## src/spq_pkg.sv

```systemverilog
// Types and constants shared by the sorted-insert priority queue.
`default_nettype none

package spq_pkg;

   localparam int DEPTH    = 16;
   localparam int CNT_W    = $clog2(DEPTH + 1);
   localparam int KEY_W    = 16;
   localparam int SHIFT_W  = 8;
   localparam int HANDLE_W = 32;
   localparam int OCC_W    = 5;

   typedef enum logic [1:0] {
      ST_OK    = 2'd0,
      ST_FULL  = 2'd1,
      ST_EMPTY = 2'd2
   } status_type;

   typedef enum logic {
      KIND_INSERT = 1'b0,
      KIND_POP    = 1'b1
   } kind_type;

   typedef struct packed {
      logic [KEY_W-1:0]    key;
      logic [SHIFT_W-1:0]  shift;
      logic [HANDLE_W-1:0] handle;
   } record_type;

   typedef struct packed {
      kind_type            kind;
      logic [KEY_W-1:0]    insert_key;
      logic [SHIFT_W-1:0]  insert_shift;
      logic [HANDLE_W-1:0] insert_name_handle;
   } req_type;

   typedef struct packed {
      status_type          status;
      logic [KEY_W-1:0]    popped_key;
      logic [SHIFT_W-1:0]  popped_shift;
      logic [HANDLE_W-1:0] popped_name_handle;
      logic [OCC_W-1:0]    occupancy;
   } rsp_type;

   // broadcast from the top to every cell
   typedef struct packed {
      logic       insert;
      logic       pop;
      record_type rec;
   } cell_ctrl_type;

endpackage

`default_nettype wire

```

## src/spq_cell.sv

```systemverilog
// One slot of the sorted shift-register chain.
`default_nettype none

module spq_cell
   import spq_pkg::*;
(
   input  wire logic          clock,
   input  wire cell_ctrl_type ctrl,
   input  wire logic          slot_valid,
   input  wire logic          left_cond,
   input  wire record_type    left_slot,
   input  wire record_type    right_slot,
   output logic               cond,
   output record_type         slot
);

   record_type slot_ff, slot_in;

   // new record belongs at or left of this slot
   assign cond = !slot_valid || (slot_ff.key >= ctrl.rec.key);
   assign slot = slot_ff;

   always_comb begin
      slot_in = slot_ff;
      if (ctrl.insert) begin
         if (cond) begin
            slot_in = left_cond ? left_slot : ctrl.rec;
         end
      end else if (ctrl.pop) begin
         slot_in = right_slot;
      end
   end

   always_ff @(posedge clock) begin
      slot_ff <= slot_in;
   end

endmodule

`default_nettype wire

```

## src/sorted_insert_priority_queue_core.sv

```systemverilog
// Sorted-insert priority queue: top level with the cell chain and result register.
//
// Request channel (req_valid/req_ready/req_data): kind selects insert or pop.
// An insert places its record ahead of the first stored record whose key is
// not smaller; a pop removes the record with the smallest key.
// Response channel (rsp_valid/rsp_ready/rsp_data): exactly one response per
// request, with status ok, full (insert dropped) or empty (pop found nothing),
// the popped record (zero unless a pop succeeded) and the occupancy after it.
// The response is registered at the edge that accepts the request.
// Throughput is one request per cycle while req_ready is high: every cell
// compares its key with the new key and shifts at that same edge. req_ready
// is high whenever the response register is empty or being taken, so a
// stalled receiver holds the queue only while a response waits.
// Reset empties the queue (count to zero) and drops any waiting response;
// slot contents are not reset and are never read until written.
`default_nettype none

module sorted_insert_priority_queue_core
   import spq_pkg::*;
(
   input  wire logic    clock,
   input  wire logic    reset,
   input  wire logic    req_valid,
   output logic         req_ready,
   input  wire req_type req_data,
   output logic         rsp_valid,
   input  wire logic    rsp_ready,
   output rsp_type      rsp_data
);

   logic [CNT_W-1:0] count_ff, count_in;
   logic             rsp_valid_ff, rsp_valid_in;
   rsp_type          rsp_ff, rsp_in;
   logic             accept, full, empty;
   cell_ctrl_type    ctrl;
   logic [DEPTH-1:0] cond;
   record_type       slots [DEPTH];

   assign req_ready = !rsp_valid_ff || rsp_ready;
   assign accept    = req_valid && req_ready;
   assign full      = (count_ff == CNT_W'(DEPTH));
   assign empty     = (count_ff == '0);

   assign ctrl.insert     = accept && (req_data.kind == KIND_INSERT) && !full;
   assign ctrl.pop        = accept && (req_data.kind == KIND_POP) && !empty;
   assign ctrl.rec.key    = req_data.insert_key;
   assign ctrl.rec.shift  = req_data.insert_shift;
   assign ctrl.rec.handle = req_data.insert_name_handle;

   for (genvar i = 0; i < DEPTH; i++) begin : g_cell
      spq_cell u_cell (
         .clock      (clock),
         .ctrl       (ctrl),
         .slot_valid (CNT_W'(i) < count_ff),
         .left_cond  ((i == 0) ? 1'b0 : cond[(i == 0) ? 0 : i - 1]),
         .left_slot  ((i == 0) ? ctrl.rec : slots[(i == 0) ? 0 : i - 1]),
         .right_slot ((i == DEPTH - 1) ? slots[i] : slots[(i == DEPTH - 1) ? i : i + 1]),
         .cond       (cond[i]),
         .slot       (slots[i])
      );
   end

   always_comb begin
      count_in     = count_ff;
      rsp_valid_in = rsp_valid_ff && !rsp_ready;
      rsp_in       = rsp_ff;
      if (ctrl.insert) begin
         count_in = count_ff + CNT_W'(1);
      end else if (ctrl.pop) begin
         count_in = count_ff - CNT_W'(1);
      end
      if (accept) begin
         rsp_valid_in              = 1'b1;
         rsp_in.status             = ST_OK;
         rsp_in.popped_key         = '0;
         rsp_in.popped_shift       = '0;
         rsp_in.popped_name_handle = '0;
         if (req_data.kind == KIND_INSERT) begin
            if (full) begin
               rsp_in.status = ST_FULL;
            end
         end else if (empty) begin
            rsp_in.status = ST_EMPTY;
         end else begin
            rsp_in.popped_key         = slots[0].key;
            rsp_in.popped_shift       = slots[0].shift;
            rsp_in.popped_name_handle = slots[0].handle;
         end
         rsp_in.occupancy = OCC_W'(count_in);
      end
   end

   always_ff @(posedge clock) begin
      if (reset) begin
         count_ff     <= '0;
         rsp_valid_ff <= 1'b0;
      end else begin
         count_ff     <= count_in;
         rsp_valid_ff <= rsp_valid_in;
      end
      rsp_ff <= rsp_in;
   end

   assign rsp_valid = rsp_valid_ff;
   assign rsp_data  = rsp_ff;

   a_count_bound: assert property (@(posedge clock) disable iff (reset)
      count_ff <= CNT_W'(DEPTH))
      else $error("queue count beyond depth");

   a_occ_match: assert property (@(posedge clock) disable iff (reset)
      rsp_valid_ff |-> (rsp_ff.occupancy == OCC_W'(count_ff)))
      else $error("response occupancy differs from count");

   a_pop_empty: assert property (@(posedge clock) disable iff (reset)
      (accept && req_data.kind == KIND_POP && empty) |=>
         (rsp_ff.status == ST_EMPTY && count_ff == '0))
      else $error("pop on empty queue mishandled");

   a_full_hold: assert property (@(posedge clock) disable iff (reset)
      (accept && req_data.kind == KIND_INSERT && full) |=>
         (rsp_ff.status == ST_FULL && count_ff == CNT_W'(DEPTH)))
      else $error("insert on full queue mishandled");

endmodule

`default_nettype wire

```

## config.mk

```make
export PLATFORM = sky130hd
export DESIGN_NAME = sorted_insert_priority_queue_core
export DESIGN_NICKNAME = d
export VERILOG_FILES = /design/src/spq_pkg.sv /design/src/spq_cell.sv /design/src/sorted_insert_priority_queue_core.sv
export SDC_FILE = /design/constraint.sdc
export NUM_CORES = 2
export LEC_CHECK = 0
export ABC_AREA = 1
export BUFFER_PORTS_ARGS = -buffer_cell sky130_fd_sc_hd__buf_2
export CAP_MARGIN = 0
export CORE_ASPECT_RATIO = 2
export CORE_MARGIN = 2
export CORE_UTILIZATION = 56
export CTS_BUF_LIST = sky130_fd_sc_hd__clkbuf_16
export CTS_CLUSTER_DIAMETER = 30
export CTS_CLUSTER_SIZE = 40
export DETAILED_ROUTE_END_ITERATION = 12
export GPL_ROUTABILITY_DRIVEN = 0
export PLACE_DENSITY = 0.68
export SKIP_CTS_REPAIR_TIMING = 1
export SYNTH_ARGS = -nofsm -noshare
export SYNTH_HDL_FRONTEND = slang
export SYNTH_SLANG_ARGS = --single-unit
```

## constraint.sdc

```tcl
create_clock -name clock -period 7.87 [get_ports clock]
set_input_delay 1.574 -clock clock [delete_from_list [all_inputs] [get_ports clock]]
set_output_delay 1.574 -clock clock [all_outputs]
set_load 0.05 [all_outputs]
```

==> key figures <==
Global routing
  • Most Crowded Layer GR: met2
  • Number of global-route vias before repair: 47461
  • Overall Global Routing Usage: 35.3%
  • Met2 Use GR: ~62%
  • Grt met1 use: 38.5%
  • Largest net degree at the start of global routing: 201
  • Met3 Use GR: 5.05%
  • Initial antenna violation count: 0
  • Gr ovfl total: 0
  • First-pass GRT wire length: 277000 um

Setup path
  • Max FO, Critical Path: 46
  • Critical path class: in2reg
  • CP max stage cell: nand2_4
  • Setup crit end kind: flop
  • Startpoint Class: input pin
  • Worst R2R Path Depth: 10
  • CP required: 8.34 ns
  • Crit. Startpoint: req_data[43]
  • Worst path max stage delay: between 0.7 and 0.8 ns
  • Crit path cell chain: buf_2, inv_1, ha_1, nand2_1, nor2_1, and2_1, nor2_1, nand3_1, nand2_1, nand2_2, buf_4, nand2_2, nand2_4, buf_4
  • Worst R2R End: g_cell[15].u_cell.slot[33]$_DFFE_PP_
  • Reg-to-reg slack, setup: ~3.1 ns
  • Arr. time, crit path: 5.28 ns
  • R2R Path Start: count_ff[0]$_SDFF_PP0_
  • Worst setup path end: g_cell[2].u_cell.slot[13]$_DFFE_PP_

Synthesis
  • Synth area leaders: edfxtp_1 51%, nand2_1 29%, inv_1 6.1%, ha_1 5.7%, buf_4 1.4%
  • Top-count cell post-synth: nand2_1
  • #FFs+latches synth: just under 1000
  • Post-synthesis mux area share: 0%
  • Async SR Flop Fraction: 0%
  • Ys flop type: edfxtp_1
  • Adder-cell share of the synthesized area: 5.70%
  • Post-synth EDFFs: 959
  • Synth Area in XOR/XNOR: 0.0308%
  • Post-synth top cells: 4401 x nand2_1, 959 x edfxtp_1, 927 x inv_1, 259 x ha_1, 143 x clkbuf_1
  • Avg Cell Area, Syn: 7.66 um2
  • Cell Area, Synth: approximately 57000 um2
  • Yosys cell types: 35
  • Top cell type's share of synthesized area: 50.7%
  • Largest family of logic cells by synthesized area: simple AND/OR/NAND/NOR gates
  • Post-Syn Nets: 7745
  • Cells after Synth: 7425
  • Post-synth top area cell: edfxtp_1
  • Simple-Gate Fraction of Synth Area: 32.2%
  • Compound-Gate Fraction of Synth Area: 1.69%
  • YS warnings: 0
  • Seq/Total Area, Yosys: 50.9%

Timing
  • Tcrit/Tclk final: between 60 and 70%
  • Relative slew slack: 16.9%
  • Final Max Tran Viols: 0
  • Final hold slack: a little under 0.5 ns
  • Achievable frequency: 208 MHz
  • Final Hold Violating Endpoints: 0
  • Setup TNS: 0 ns
  • Finish-stage setup viols: 0
  • RSZ-0062 raised after global routing: false
  • Slew @ Worst Pin: 1.25 ns
  • Post-layout min period: 4.82 ns
  • Worst Clk Skew: between 0.04 and 0.05 ns

Floorplanning
  • # IOs: 126
  • CORE AREA: 101000 um2
  • Die area: 104000 um2
  • Chip width: 229 um
  • FP Rows: approximately 170
  • Initial core utilization: 56.3%
  • Chip height: 455 um

Clock tree
  • Worst-path clk slew: 0.06 ns
  • Clk buf depth: 3
  • Clk_lat worst skew: between 0.7 and 0.8 ns
  • CTS tree: built
  • H-tree depth: 4
  • CTS buffer count: roughly 150
  • Root Buffer: clkbuf_16
  • Sink Count: 965

Route
  • Detailed Routing Iterations Pass 1: 8
  • DRC viols: 0
  • DR iter-0 viols: 4669
  • Final ANT Viol Nets: 0
  • Per-cell routed wire length: 20.9 um
  • Vias: 48221
  • Overall routed net length: 185000 um
  • Via-to-Cell Ratio: 5.45

Run
  • Max_cap viols: 0

Pwr
  • Worst vdd ir: 0.000250 V
  • Leakage: 36.0 nW
  • Cell area power density: ~270 nW/um2

Finish
  • Reg area: 28900 um2
  • Final #Nets: around 7700
  • Fillers: 8912
  • Layout area overhead: 10.7%
  • Multi-input logic area: approximately 23000 um2
  • Share of cells above drive strength 1: under 10%

Placed design
  • DP HPWL: 107000 um
  • Number of I/O port buffers: 125

Min path
  • Worst Hold Class: reg2reg

Status
  • Run status: finished, final reports clean
[cell families (layout without fill, tap and decap cells)]
kind of cell | Yosys count | after routing
simple gates | 4723 | 4723
fa+ha+maj | 259 | 259
other cells | 0 | 1
xor+xnor | 2 | 2
buf+inv | 1291 | 1378
compound gates | 185 | 185
flops | 965 | 965
[report_power, final]
group          switching [mW]  internal (mW)
sequential              0.342           6.53
clock                    2.62           4.14
combinational            2.26          0.840
total                    5.22           11.5
[final cells by class]
cell class / instances / area share [%]
clock buffers: 155 / 6.16
diodes: 1 / 0.00398
inverters: 932 / 5.57
flip-flops and latches: 965 / 46.0
multi-input cells: 5169 / 36.2
well taps: 1336 / 2.66
clock inverters: 110 / 1.80
repair buffers: 181 / 1.70
[per-stage QoR]
| stage | utilization [%] | setup slack (ns) | cells | area, um2 | power (mW) |
|---|---|---|---|---|---|
| detailed placement | 57.4 | 2.37 | 8583 | 57900 | 9.98 |
| global route | 62.3 | 2.98 | 8848 | 62900 | 17.3 |
| floorplan | - | 2.19 | 7425 | 56800 | 8.92 |
| global placement | 57.4 | 2.42 | 8583 | 57900 | 9.90 |
| CTS | 62.3 | 3.17 | 8848 | 62900 | 16.7 |
| finish | 62.3 | 3.05 | 8849 | 62900 | 16.7 |
[per-layer routing]
metal | share of wire [%] | routed length, um
met1 | 34 | 63600
met4 | 8.0 | 14700
met2 | 50 | 92300
met5 | 0 | 0
met3 | 7.7 | 14300
[registers in the layout, summed over array words and instances, names as in the netlist]
name / count
g_cell.u_cell.slot: 896
rsp_data: 63
count_ff: 5
rsp_valid: 1
[layout by cell type (no fill, tap or decap), drive strengths merged]
| master | instances |
|---|---|
| nand2 | 4458 |
| inv | 964 |
| edfxtp | 959 |
| ha | 259 |
| buf | 181 |
| clkbuf | 155 |
| nor2 | 134 |
| a21oi | 88 |
| o21ai | 83 |
| nand4 | 70 |
| clkinv | 47 |
| nand3 | 38 |
| bufinv | 16 |
| clkinvlp | 15 |
| nor3 | 9 |
| and2 | 8 |
| dfxtp | 6 |
| o21a | 4 |
| o211ai | 4 |
| nor4 | 3 |
| nor3b | 2 |
| a21o | 2 |
| o21bai | 2 |
| xor2 | 2 |
| diode | 1 |
| o31ai | 1 |
| o22ai | 1 |
| nor2b | 1 |
[worst max-delay path: cells and delay by family]
kind | cells | cell delay (ns)
AND/OR/NAND/NOR | 9 | 1.89
adder cells (fa/ha/maj) | 1 | 0.27
buffers and inverters | 4 | 1.51
[worst min path at each step]
| stage | startpoint | to | slack [ns] | cells after the start |
|---|---|---|---|---|
| finish | g_cell[15].u_cell.slot[31]$_DFFE_PP_ | g_cell[14].u_cell.slot[31]$_DFFE_PP_ | 0.50 | 2 |
| global route | g_cell[15].u_cell.slot[25]$_DFFE_PP_ | g_cell[14].u_cell.slot[25]$_DFFE_PP_ | 0.54 | 2 |
| CTS | g_cell[15].u_cell.slot[31]$_DFFE_PP_ | g_cell[14].u_cell.slot[31]$_DFFE_PP_ | 0.51 | 2 |
| detailed placement | g_cell[15].u_cell.slot[30]$_DFFE_PP_ | g_cell[14].u_cell.slot[30]$_DFFE_PP_ | 0.50 | 2 |
| global placement | rsp_valid$_SDFF_PP0_ | rsp_valid$_SDFF_PP0_ | 0.49 | 2 |
| floorplan | g_cell[15].u_cell.slot[0]$_DFFE_PP_ | g_cell[14].u_cell.slot[0]$_DFFE_PP_ | 0.49 | 2 |
(Power assumes the default switching activity.)
